--- src/rtl/hs5_pkg.sv ---
`default_nettype none
package hs5_pkg;

    localparam int DATA_W          = 32;
    localparam int GAIN_W          = 16;
    localparam int COLS_W          = 11;
    localparam int ROWS_W          = 16;
    localparam int FRAC_BITS       = 16;
    localparam int DEF_MAX_COLUMNS = 1024;

    // laplacian needs three guard bits, product adds the unsigned gain
    localparam int LAP_W  = DATA_W + 3;
    localparam int PROD_W = LAP_W + GAIN_W + 1;
    localparam int SUM_W  = PROD_W - FRAC_BITS + 1;

    localparam int QUEUE_DEPTH = 4;
    localparam int QCNT_W      = $clog2(QUEUE_DEPTH + 1);
    localparam int QPTR_W      = $clog2(QUEUE_DEPTH);

    localparam int PADDR_W = 4;
    localparam int PDATA_W = 32;

    localparam int MIN_COLUMNS = 3;
    localparam logic [ROWS_W-1:0] MIN_ROWS = ROWS_W'(3);

    localparam logic [COLS_W-1:0] RESET_COLUMNS = COLS_W'(1024);
    localparam logic [ROWS_W-1:0] RESET_ROWS    = ROWS_W'(1024);
    localparam logic [GAIN_W-1:0] RESET_GAIN    = GAIN_W'(16384);

    typedef enum logic [1:0] {
        REG_COLUMNS = 2'd0,
        REG_ROWS    = 2'd1,
        REG_GAIN    = 2'd2
    } reg_idx_t;

    // one classified request handed from the front to the back
    typedef struct packed {
        logic [DATA_W-1:0] centre;
        logic [DATA_W-1:0] north;
        logic [DATA_W-1:0] east;
        logic [DATA_W-1:0] west;
        logic [DATA_W-1:0] south;
        logic              has_a;
        logic              pass_a;
        logic              has_b;
        logic              b_end;
    } hs5_entry_t;

    function automatic logic [DATA_W-1:0] sat_value(input logic [SUM_W-1:0] v);
        logic fits;
        logic [DATA_W-1:0] res;
        fits = (&v[SUM_W-1:DATA_W-1]) || ~(|v[SUM_W-1:DATA_W-1]);
        if (fits)
        begin
            res = v[DATA_W-1:0];
        end
        else if (v[SUM_W-1])
        begin
            res = {1'b1, {(DATA_W-1){1'b0}}};
        end
        else
        begin
            res = {1'b0, {(DATA_W-1){1'b1}}};
        end
        return res;
    endfunction

endpackage
`default_nettype wire

--- src/rtl/hs5_queue.sv ---
`default_nettype none
module hs5_queue
    import hs5_pkg::*;
(
    input  logic              clk,
    input  logic              rst_n,
    input  logic              push,
    input  hs5_entry_t        push_entry,
    input  logic              pop,
    output hs5_entry_t        head_entry,
    output logic              empty,
    output logic [QCNT_W-1:0] count
);

    hs5_entry_t        mem_reg [QUEUE_DEPTH];
    logic [QPTR_W-1:0] wr_ptr_reg;
    logic [QPTR_W-1:0] rd_ptr_reg;
    logic [QCNT_W-1:0] count_reg;
    logic [QCNT_W-1:0] count_next;

    assign empty      = (count_reg == '0);
    assign count      = count_reg;
    assign head_entry = mem_reg[rd_ptr_reg];

    always_comb
    begin
        count_next = count_reg;
        if (push && !pop)
        begin
            count_next = count_reg + QCNT_W'(1);
        end
        else if (pop && !push)
        begin
            count_next = count_reg - QCNT_W'(1);
        end
    end

    always_ff @(posedge clk or negedge rst_n)
    begin
        if (!rst_n)
        begin
            wr_ptr_reg <= '0;
            rd_ptr_reg <= '0;
            count_reg  <= '0;
        end
        else
        begin
            count_reg <= count_next;
            if (push)
            begin
                wr_ptr_reg <= wr_ptr_reg + QPTR_W'(1);
            end
            if (pop)
            begin
                rd_ptr_reg <= rd_ptr_reg + QPTR_W'(1);
            end
        end
    end

    always_ff @(posedge clk)
    begin
        if (push)
        begin
            mem_reg[wr_ptr_reg] <= push_entry;
        end
    end

    a_no_underflow: assert property (@(posedge clk) disable iff (!rst_n)
        pop |-> !empty)
        else $error("pop from an empty queue");

    a_count_bound: assert property (@(posedge clk) disable iff (!rst_n)
        count_reg <= QCNT_W'(QUEUE_DEPTH))
        else $error("queue count beyond depth");

endmodule
`default_nettype wire

--- config.mk ---
export PLATFORM = sky130hd
export DESIGN_NAME = hs5_queue
export DESIGN_NICKNAME = d
export VERILOG_FILES = /design/src/rtl/hs5_pkg.sv /design/src/rtl/hs5_queue.sv
export SDC_FILE = /design/constraint.sdc
export NUM_CORES = 1
export LEC_CHECK = 0
export ABC_AREA = 1
export BUFFER_PORTS_ARGS = -buffer_cell sky130_fd_sc_hd__buf_2
export CAP_MARGIN = 30
export CORE_ASPECT_RATIO = 0.8
export CORE_MARGIN = 2
export CORE_UTILIZATION = 30
export DETAILED_ROUTE_END_ITERATION = 8
export SYNTH_ARGS = -nofsm -noshare
export SYNTH_HDL_FRONTEND = slang
export SYNTH_SLANG_ARGS = --single-unit
--- constraint.sdc ---
create_clock -name clk -period 4.35 [get_ports clk]
set_input_delay 0.6525 -clock clk [delete_from_list [all_inputs] [get_ports clk]]
set_output_delay 0.6525 -clock clk [all_outputs]
set_load 0.01 [all_outputs]
==> flow_summary.toml <==
[outcome]
outcome = "complete, no violations"

[floorplan]
ios = 336
fp.dieH_um = 271
die_w_um = 337
start_util_pct = 30.4
core-area_um2 = 87700
die_area_um2 = 91300
core.rowCount = 97

[place]
pre_cts_ws_ns = 1.65
place_hpwl_um = 33700
port_buffers = 335
gp_congestion = 0.741
place_area_um2 = 29300

[yosys]
syn_inst = 1960
synth_edf_count = 656
ys.flop_type = "edfxtp_1"
ys_async_sr_fraction_pct = 1.06
synth.distinct_cells = 17
synth_top_area_share_pct = 73.9
syn_avg_cell_area_um2 = 13.6
synth_area_um2 = 26700
yosysMostFrequentCell = "edfxtp_1"
ys_ff_latch = 663
synth_top_cell_by_area = "edfxtp_1"
synth_commonest_cells = "edfxtp_1, nand2_1, inv_1"
synthTopCellsByArea = "edfxtp_1, o211ai_1, nand2_1"
synth_nets = 2134
yosysSeqAreaShare_pct = 74.6
synth_warnings = 0

[setup_path]
r2r_slack_ns = 1.86
worstReg2RegStart = "wr_ptr_reg[1]"
cp.required_ns = 3.70
cp-startpoint = "rd_ptr_reg[0]"
path_max_fanout = 74
path_class = "reg2out"
arrival_ns = 2.58
start_kind = "register"
end_kind = "output port"

[route]
drtAntennaViolNets = 0
wl_um = 56100
drc = 0
drt-initial-drc-count = 828
wire_per_inst_um = 15.8
dr.pass1.iters = 5
post_drt_via_cell_ratio = 4.32
via_count = 15300

[timing]
fin_crit_sh_pct = 74.4
finalHoldViolCount = 0
slew_headroom_pct = 35.0
skew_ns = 0.0181
fin_ws_ns = 1.11
final.setup.tns_ns = 0
maxSlewViolCount = 0
worst_pin_slew_ns = 0.975
setup_viol = 0
period_needed_ns = 3.24
rsz0062_at_grt = "no"
fmax_mhz = 309

[cells_and_area]
layout-drive-gt1-share_pct = 20.7
nets = 2472
design_area_um2 = 31600
largest_reg_flops = 656
fillers = 8455
fin_util_pct = 36.0
syn2layout_area_growth_pct = 18.5

[cts]
cts_tree = "done"
postCtsSetupBuffers = 0
clkSinkCount = 663
clock_latency_ns = 0.61
cts_hold_repair.buffers = 1
clockBufferDepth = 3
path_clk_slew_ns = 0.07
cts.htree.levels = 3
cts_root_buf = "clkbuf_16"
cts_resized = 0
cts_made_buffers = 71

[grt]
grt_max_degree = 165
grt.total_usage_pct = 12.1
grt_first_pass_wirelength_um = 85000
grt_pass1_vias = 14700
antenna_found_initial = 23
grt-ovfl-total = 0

[job]
drv_cap = 0

[worst_hold_path]
hold_class = "in2reg"
hold_start = "push_entry[115]"

[power]
power_density_nw_per_um2 = 686
ir_drop_mv = 0.697
total_power_uw = 21700
p_leak_uw = 0.0124
area by class of cell:
class / instances / area [µm²] / share of cell area [%]
clock buffer: 86 / 1870 / 5.93
clock inverter: 39 / 380 / 1.20
sequential: 663 / 19900 / 62.9
multi-input combinational: 847 / 4500 / 14.2
tap: 1188 / 1490 / 4.71
inverter: 340 / 1300 / 4.10
timing repair buffer: 375 / 2150 / 6.82
antenna: 6 / 15.0 / 0.0475
cell families after synthesis:
| logic type | after synthesis | synth area share [%] |
|---|---|---|
| flip-flops | 663 | 74.6 |
| AO/OA/AOI/OAI | 329 | 9.26 |
| XOR/XNOR | 4 | 0.131 |
| AND/OR/NAND/NOR | 508 | 7.17 |
| buffers and inverters | 450 | 8.56 |
| adder cells (fa/ha/maj) | 6 | 0.310 |
through the flow:
stage,cells,hold slack [ns]
2_1_floorplan,1960,0.357
3_3_place_gp,3411,0.508
3_5_place_dp,3412,0.508
4_1_cts,3538,0.194
5_1_grt,3539,0.215
6_report,3544,0.252
cells in the final DEF, fill, tap and decap left out, types with 2 or more instances in the layout:
| cell type | n |
|---|---|
| edfxtp_1 | 656 |
| nand2_1 | 505 |
| inv_1 | 335 |
| buf_2 | 335 |
| o211ai_1 | 328 |
| clkbuf_16 | 72 |
| buf_4 | 25 |
| buf_12 | 14 |
| clkbuf_1 | 12 |
| clkinvlp_4 | 11 |
| clkinv_2 | 11 |
| clkinv_1 | 8 |
| diode_2 | 6 |
| ha_1 | 5 |
| bufinv_16 | 5 |
| dfrtp_1 | 5 |
| inv_6 | 3 |
| xor2_1 | 3 |
| clkinv_8 | 3 |
| clkinv_4 | 3 |
| clkbuf_8 | 2 |
| dfrtp_4 | 2 |
worst max-delay path: stages, from the launching register on:
cell and delay (ns):
dfrtp_4 0.82, buf_12 0.31, buf_12 0.31, nand2_1 0.10, o211ai_1 0.12, nand2_1 0.07
buf_2 0.14
worst paths after layout:
| check | depth (start not counted) | endpoint |
|---|---|---|
| setup / recovery | 6 | head_entry[51] |
| hold / removal | 1 | mem_reg[3][115] |
| setup reg to reg | 6 | mem_reg[0][89] |
| hold reg to reg | 1 | wr_ptr_reg[0] |
| max in group asynchronous | 2 | rd_ptr_reg[1] |
| min in group asynchronous | 2 | rd_ptr_reg[0] |
routing by layer:
metal,routed length (µm),part of all wire (%),GRT usage (%)
met2,24500,44,18.5
met3,4700,8.4,4.54
met5,244,0.43,0
met1,25300,45,15.8
met4,1420,2.5,3.76
where the power goes:
part / leakage (µW) / total (µW) / internal (µW) / switching, µW
Combinational: 0.00516 / 7120 / 2370 / 4750
Sequential: 0.00611 / 8670 / 8350 / 328
Clock: 0.00109 / 5880 / 3390 / 2490
(Power assumes the default switching activity.)
