File: src/rtl/hs5_pkg.sv
`default_nettype none
package hs5_pkg;

    localparam int DATA_W          = 32;
    localparam int GAIN_W          = 16;
    localparam int COLS_W          = 11;
    localparam int ROWS_W          = 16;
    localparam int FRAC_BITS       = 16;
    localparam int DEF_MAX_COLUMNS = 1024;

    // laplacian needs three guard bits, product adds the unsigned gain
    localparam int LAP_W  = DATA_W + 3;
    localparam int PROD_W = LAP_W + GAIN_W + 1;
    localparam int SUM_W  = PROD_W - FRAC_BITS + 1;

    localparam int QUEUE_DEPTH = 4;
    localparam int QCNT_W      = $clog2(QUEUE_DEPTH + 1);
    localparam int QPTR_W      = $clog2(QUEUE_DEPTH);

    localparam int PADDR_W = 4;
    localparam int PDATA_W = 32;

    localparam int MIN_COLUMNS = 3;
    localparam logic [ROWS_W-1:0] MIN_ROWS = ROWS_W'(3);

    localparam logic [COLS_W-1:0] RESET_COLUMNS = COLS_W'(1024);
    localparam logic [ROWS_W-1:0] RESET_ROWS    = ROWS_W'(1024);
    localparam logic [GAIN_W-1:0] RESET_GAIN    = GAIN_W'(16384);

    typedef enum logic [1:0] {
        REG_COLUMNS = 2'd0,
        REG_ROWS    = 2'd1,
        REG_GAIN    = 2'd2
    } reg_idx_t;

    // one classified request handed from the front to the back
    typedef struct packed {
        logic [DATA_W-1:0] centre;
        logic [DATA_W-1:0] north;
        logic [DATA_W-1:0] east;
        logic [DATA_W-1:0] west;
        logic [DATA_W-1:0] south;
        logic              has_a;
        logic              pass_a;
        logic              has_b;
        logic              b_end;
    } hs5_entry_t;

    function automatic logic [DATA_W-1:0] sat_value(input logic [SUM_W-1:0] v);
        logic fits;
        logic [DATA_W-1:0] res;
        fits = (&v[SUM_W-1:DATA_W-1]) || ~(|v[SUM_W-1:DATA_W-1]);
        if (fits)
        begin
            res = v[DATA_W-1:0];
        end
        else if (v[SUM_W-1])
        begin
            res = {1'b1, {(DATA_W-1){1'b0}}};
        end
        else
        begin
            res = {1'b0, {(DATA_W-1){1'b1}}};
        end
        return res;
    endfunction

endpackage
`default_nettype wire

File: src/rtl/hs5_back.sv
`default_nettype none
module hs5_back
    import hs5_pkg::*;
(
    input  logic              clk,
    input  logic              rst_n,
    input  logic [GAIN_W-1:0] gain,
    input  logic              q_empty,
    input  hs5_entry_t        q_entry,
    output logic              pop,
    output logic              result_valid,
    input  logic              result_stall,
    output logic [DATA_W-1:0] new_value,
    output logic              frame_end
);

    logic              adv;
    logic              out_free;
    logic              emit_a;
    logic              emit_b;
    logic              p3_done;

    logic              p1_valid_reg;
    logic [LAP_W-1:0]  p1_lap_reg;
    logic [DATA_W-1:0] p1_centre_reg;
    logic [DATA_W-1:0] p1_south_reg;
    logic              p1_has_a_reg;
    logic              p1_pass_reg;
    logic              p1_has_b_reg;
    logic              p1_end_reg;

    logic              p2_valid_reg;
    logic [PROD_W-1:0] p2_prod_reg;
    logic [DATA_W-1:0] p2_centre_reg;
    logic [DATA_W-1:0] p2_south_reg;
    logic              p2_has_a_reg;
    logic              p2_pass_reg;
    logic              p2_has_b_reg;
    logic              p2_end_reg;

    logic              p3_valid_reg;
    logic [DATA_W-1:0] p3_a_reg;
    logic [DATA_W-1:0] p3_b_reg;
    logic              p3_has_a_reg;
    logic              p3_has_b_reg;
    logic              p3_end_reg;
    logic              p3_a_done_reg;

    logic              out_valid_reg;
    logic [DATA_W-1:0] out_value_reg;
    logic              out_end_reg;

    logic [LAP_W-1:0]  centre_x;
    logic [LAP_W-1:0]  lap_next;
    logic [PROD_W-1:0] prod_next;
    logic [SUM_W-1:0]  sum_next;
    logic [DATA_W-1:0] a_next;

    function automatic logic [LAP_W-1:0] sx(input logic [DATA_W-1:0] v);
        return {{(LAP_W-DATA_W){v[DATA_W-1]}}, v};
    endfunction

    assign out_free = !out_valid_reg || !result_stall;

    // final row emits the stencil point first, then its own point
    assign emit_a  = p3_valid_reg && out_free && p3_has_a_reg && !p3_a_done_reg;
    assign emit_b  = p3_valid_reg && out_free && p3_has_b_reg && !emit_a;
    assign p3_done = emit_b || (emit_a && !p3_has_b_reg);
    assign adv     = !p3_valid_reg || p3_done;
    assign pop     = adv && !q_empty;

    assign centre_x = sx(q_entry.centre);

    assign lap_next = sx(q_entry.north) + sx(q_entry.south) + sx(q_entry.east)
                    + sx(q_entry.west) - {centre_x[LAP_W-3:0], 2'b00};

    assign prod_next = PROD_W'($signed(p1_lap_reg) * $signed({1'b0, gain}));

    // floor shift of the product plus centre
    assign sum_next = {p2_prod_reg[PROD_W-1], p2_prod_reg[PROD_W-1:FRAC_BITS]}
                    + {{(SUM_W-DATA_W){p2_centre_reg[DATA_W-1]}}, p2_centre_reg};

    assign a_next = p2_pass_reg ? p2_centre_reg : sat_value(sum_next);

    always_ff @(posedge clk or negedge rst_n)
    begin
        if (!rst_n)
        begin
            p1_valid_reg  <= 1'b0;
            p2_valid_reg  <= 1'b0;
            p3_valid_reg  <= 1'b0;
            p3_a_done_reg <= 1'b0;
            out_valid_reg <= 1'b0;
        end
        else
        begin
            if (adv)
            begin
                p1_valid_reg  <= pop;
                p2_valid_reg  <= p1_valid_reg;
                p3_valid_reg  <= p2_valid_reg;
                p3_a_done_reg <= 1'b0;
            end
            else if (emit_a)
            begin
                p3_a_done_reg <= 1'b1;
            end
            if (out_free)
            begin
                out_valid_reg <= emit_a || emit_b;
            end
        end
    end

    always_ff @(posedge clk)
    begin
        if (adv)
        begin
            p1_lap_reg    <= lap_next;
            p1_centre_reg <= q_entry.centre;
            p1_south_reg  <= q_entry.south;
            p1_has_a_reg  <= q_entry.has_a;
            p1_pass_reg   <= q_entry.pass_a;
            p1_has_b_reg  <= q_entry.has_b;
            p1_end_reg    <= q_entry.b_end;

            p2_prod_reg   <= prod_next;
            p2_centre_reg <= p1_centre_reg;
            p2_south_reg  <= p1_south_reg;
            p2_has_a_reg  <= p1_has_a_reg;
            p2_pass_reg   <= p1_pass_reg;
            p2_has_b_reg  <= p1_has_b_reg;
            p2_end_reg    <= p1_end_reg;

            p3_a_reg      <= a_next;
            p3_b_reg      <= p2_south_reg;
            p3_has_a_reg  <= p2_has_a_reg;
            p3_has_b_reg  <= p2_has_b_reg;
            p3_end_reg    <= p2_end_reg;
        end
        if (emit_a)
        begin
            out_value_reg <= p3_a_reg;
            out_end_reg   <= 1'b0;
        end
        else if (emit_b)
        begin
            out_value_reg <= p3_b_reg;
            out_end_reg   <= p3_end_reg;
        end
    end

    assign result_valid = out_valid_reg;
    assign new_value    = out_value_reg;
    assign frame_end    = out_end_reg;

    a_second_pending: assert property (@(posedge clk) disable iff (!rst_n)
        p3_a_done_reg |-> (p3_valid_reg && p3_has_b_reg))
        else $error("first result marked done without a second one");

    a_end_on_own_point: assert property (@(posedge clk) disable iff (!rst_n)
        emit_a |=> !out_end_reg)
        else $error("frame end on a stencil result");

endmodule
`default_nettype wire

File: config.mk
export PLATFORM = sky130hd
export DESIGN_NAME = hs5_back
export DESIGN_NICKNAME = d
export VERILOG_FILES = /design/src/rtl/hs5_pkg.sv /design/src/rtl/hs5_back.sv
export SDC_FILE = /design/constraint.sdc
export NUM_CORES = 2
export LEC_CHECK = 0
export ABC_AREA = 1
export ABC_CLOCK_PERIOD_IN_PS = 9930
export BUFFER_PORTS_ARGS = -buffer_cell sky130_fd_sc_hd__buf_4
export CORE_MARGIN = 4
export CORE_UTILIZATION = 55
export DETAILED_ROUTE_END_ITERATION = 12
export PLACE_DENSITY = 0.81
export SYNTH_ARGS = -nofsm -noshare
export SYNTH_HDL_FRONTEND = slang
export SYNTH_SLANG_ARGS = --single-unit
export TNS_END_PERCENT = 50
File: constraint.sdc
create_clock -name clk -period 9.93 [get_ports clk]
set_input_delay 0.4965 -clock clk [delete_from_list [all_inputs] [get_ports clk]]
set_output_delay 0.4965 -clock clk [all_outputs]
set_load 0.02 [all_outputs]
==> results.md <==
- Flip-flop count of the largest register, all copies and words added: 36
- Largest incremental delay on the critical path: 920 ps
- Site row count: 95
- Number of flops mapped to enable cells by yosys: 306
- Number of instances in the placed design: 5,112
- Measured slew at the worst slew-check pin: 1168 ps
- Nets: 5,282
- Final GP Congestion: about 0.95
- Kind of start point of the critical path: register
- Setup TNS: 0 ps
- Data required time of the critical path: 10,220 ps
- Number of cell instances on the worst register-to-register path: 22
- Netlist cell types: 49
- Fin cells: 5,176
- Violation count after the first detailed-route iteration: 2,438
- Pin count of the biggest net entering global routing: 118
- Post-route DRC violation count: 0
- Library cell contributing the largest single delay on the critical path: sky130_fd_sc_hd__edfxtp_1
- Number of antenna violations at the first check in global routing: 1
- Die height: 268.2 um
- Max Clock Freq: 148.9 MHz
- Layout cells sized above 1: 0.07857
- Setup WS post-layout: ~3200 ps
- Critical-path cell list: nand2_1, fa_1, inv_1, fa_1, fa_1, fa_1, fa_1, inv_1, fa_1, inv_1, ha_1, nand2_1, nor2_1, inv_1, o21ai_0, a21oi_1, nand2_1, a21oi_1, o21ai_0, nand2_1, nand3_1, nand2_1
- Post-synthesis cell count: approximately 4,200
- Average routed wire per standard cell: 18.43 um
- Count of input and output buffers: 218
- Placement Setup Slack: 3292 ps
- Slew margin rel.: 0.2207
- Final worst path period need: between 6000 and 7000 ps
- Synth top area cells: sky130_fd_sc_hd__fa_1 34%, sky130_fd_sc_hd__edfxtp_1 25%, sky130_fd_sc_hd__inv_1 11%
- Remaining antenna violation count: 0
- DRT Pass-1 Iters: 6
- Proportion of register bits with asynchronous set or reset after synthesis: 0.01603
- Register clock-pin slew on the reported worst setup and hold paths: 60 ps
- Number of clock sinks: ~310
- Predominant post-synthesis flop cell: sky130_fd_sc_hd__edfxtp_1
- Worst-path fanout max: 16
- Floorplan Core Area: 0.06716 mm2
- Fin Clk Skew: 25.38 ps
- Vias per cell: 5.301
- HPWL after detailed placement: about 77,000 um
- Synthesis warning total: 0
- Run status: complete, no violations
- Syn nets: 5,170
- Synthesized area per cell: 8.945 um2
- Ports placed on the boundary: around 220
- Type of element capturing the critical path: register
- Worst R2R End: p2_prod_reg[45]
- Setup repair after global routing missed its margin: false
- Most frequent cell on the critical path: sky130_fd_sc_hd__fa_1
- Leading cell type in the layout, fill and taps excluded: sky130_fd_sc_hd__inv_1
- Cell area after synthesis: about 0.037 mm2
- Fraction of the yosys area taken by sequential cells: 0.2506
- WP data arrival: approximately 7000 ps
- Tcrit/Tclk final: 0.6761
- Layout-stage area growth over the synthesis result: 8.801%
- Overall routed net length: 95,390 um
- First-pass GRT wire length: 152,500 um
- Global route overflow: 0
- Quantity of gates resized following cts: 0
- Maximum clock insertion buffer count: 3
- Area share of the leading cell type in the synthesized netlist: 0.3381
- Total setup violations reported at the end of the flow: 0
- Via count of the first global-routing pass: 28,870
- Library cell occupying the most area in the post-synthesis netlist: sky130_fd_sc_hd__fa_1
- Clock Root Buffer: sky130_fd_sc_hd__clkbuf_16
- Deepest level of the CTS H-tree: 2
- Start of the worst register-to-register path: p1_lap_reg[8]
- Number of maximum-capacitance constraint violations: 0
- Tightest Hold Check Type: input port to register
- Number of endpoints with negative hold slack in the final report: 0
- Initial Utilization: 0.5546
- Full die area: 0.07195 mm2
- Final slew viol count: 0
- Worst setup path endpoint: p2_prod_reg[45]
- GR Util All Layers: 0.2724
- Width of the chip: approximately 270 um
- Path type of the worst setup path: register to register
- TritonCTS buffer count: 34
- Clk_lat worst skew: 530 ps
- TritonCTS clock tree: built
- Most frequent cells in the layout: 1,127 x sky130_fd_sc_hd__inv_1, 1,015 x sky130_fd_sc_hd__nand2_1, 629 x sky130_fd_sc_hd__fa_1, 306 x sky130_fd_sc_hd__edfxtp_1, 223 x sky130_fd_sc_hd__buf_4
- Register bit count reported by yosys: 312
- Worst reg2reg setup slack: roughly 3200 ps
- Vias post-DR: 27,440
- Worst setup path start: p1_lap_reg[8]
## worst min-delay path by stage
stage	endpoint	start	depth (start not counted)
final	p1_end_reg	q_entry[0]	1
after global placement	result_valid	rst_n	1
after detailed placement	result_valid	rst_n	1
after floorplan	p1_valid_reg	rst_n	0
after global routing	p1_pass_reg	q_entry[2]	1
after CTS	p1_end_reg	q_entry[0]	1
## layout make-up
type	count	area (um2)
diodes	1	2.502
clock buffers	41	898.4
clock inverters	21	210.2
fillers	5627	26630
inverters	1134	4264
multi-input cells	2570	23040
flip-flops and latches	312	9334
well taps	873	1092
repair buffers	224	1684
## worst max-delay path, delay by kind of cell, from the launching register on
family                     cells  cell delay, ps
adders and majority gates      7            3460
buffers and inverters          4             200
and+or+nand+nor                7             980
DFF                            1             920
AOI/OAI and AO/OA              4             920
## stage by stage
| stage | utilization | hold slack (ps) | area [um2] |
|---|---|---|---|
| finish | 0.6034 | 148.0 | 40530 |
| global route | 0.6034 | 129.1 | 40520 |
| CTS | 0.6034 | 133.4 | 40520 |
| detailed placement | 0.5868 | 305.0 | 39410 |
| global placement | 0.5868 | 302.2 | 39410 |
| floorplan | - | 200.9 | 37250 |
## layer usage
metal / share of wire / GRT usage / routed length [um] / vias to the layer above
met5: 0 / 0 / 0 / -
met4: 0.043 / 0.1050 / 4114 / 0
met3: 0.065 / 0.03058 / 6161 / 267
met2: 0.50 / 0.4724 / 47950 / 1095
met1: 0.39 / 0.3553 / 37160 / 13540
li1: - / - / - / 12540
## timing repair
action | 4_1_cts | 5_1_grt
hold endpoints to repair | 5 | 0
setup buffers | 0 | 0
hold buffers | 1 | 0
## Yosys cell counts, types with 3 or more instances
cell / instances
sky130_fd_sc_hd__a21boi_0: 4
sky130_fd_sc_hd__a21o_1: 6
sky130_fd_sc_hd__a21oi_1: 153
sky130_fd_sc_hd__a21oi_2: 30
sky130_fd_sc_hd__a221oi_1: 3
sky130_fd_sc_hd__a31oi_1: 25
sky130_fd_sc_hd__buf_6: 6
sky130_fd_sc_hd__clkbuf_1: 139
sky130_fd_sc_hd__dfrtp_1: 5
sky130_fd_sc_hd__edfxtp_1: 306
sky130_fd_sc_hd__fa_1: 629
sky130_fd_sc_hd__ha_1: 193
sky130_fd_sc_hd__inv_1: 1128
sky130_fd_sc_hd__inv_2: 5
sky130_fd_sc_hd__nand2_1: 1015
sky130_fd_sc_hd__nand2_2: 13
sky130_fd_sc_hd__nand3_1: 57
sky130_fd_sc_hd__nand3_2: 3
sky130_fd_sc_hd__nand4_1: 14
sky130_fd_sc_hd__nor2_1: 176
sky130_fd_sc_hd__nor2_2: 7
sky130_fd_sc_hd__nor3_1: 16
sky130_fd_sc_hd__nor4_1: 7
sky130_fd_sc_hd__o211ai_1: 4
sky130_fd_sc_hd__o21a_1: 8
sky130_fd_sc_hd__o21ai_0: 69
sky130_fd_sc_hd__o21ai_1: 3
sky130_fd_sc_hd__o21bai_1: 10
sky130_fd_sc_hd__xnor2_1: 39
sky130_fd_sc_hd__xor2_1: 68
## logic make-up after synthesis
family,share of synthesized area
buffers and inverters,0.1308
flip-flops,0.2506
XOR/XNOR,0.02516
adder cells (fa/ha/maj),0.4029
AND/OR/NAND/NOR,0.1396
AO/OA/AOI/OAI,0.05096
Power is left out: the tool's default activity adds up to more than one toggle a clock period on the data nets, which glitch-free logic cannot reach.
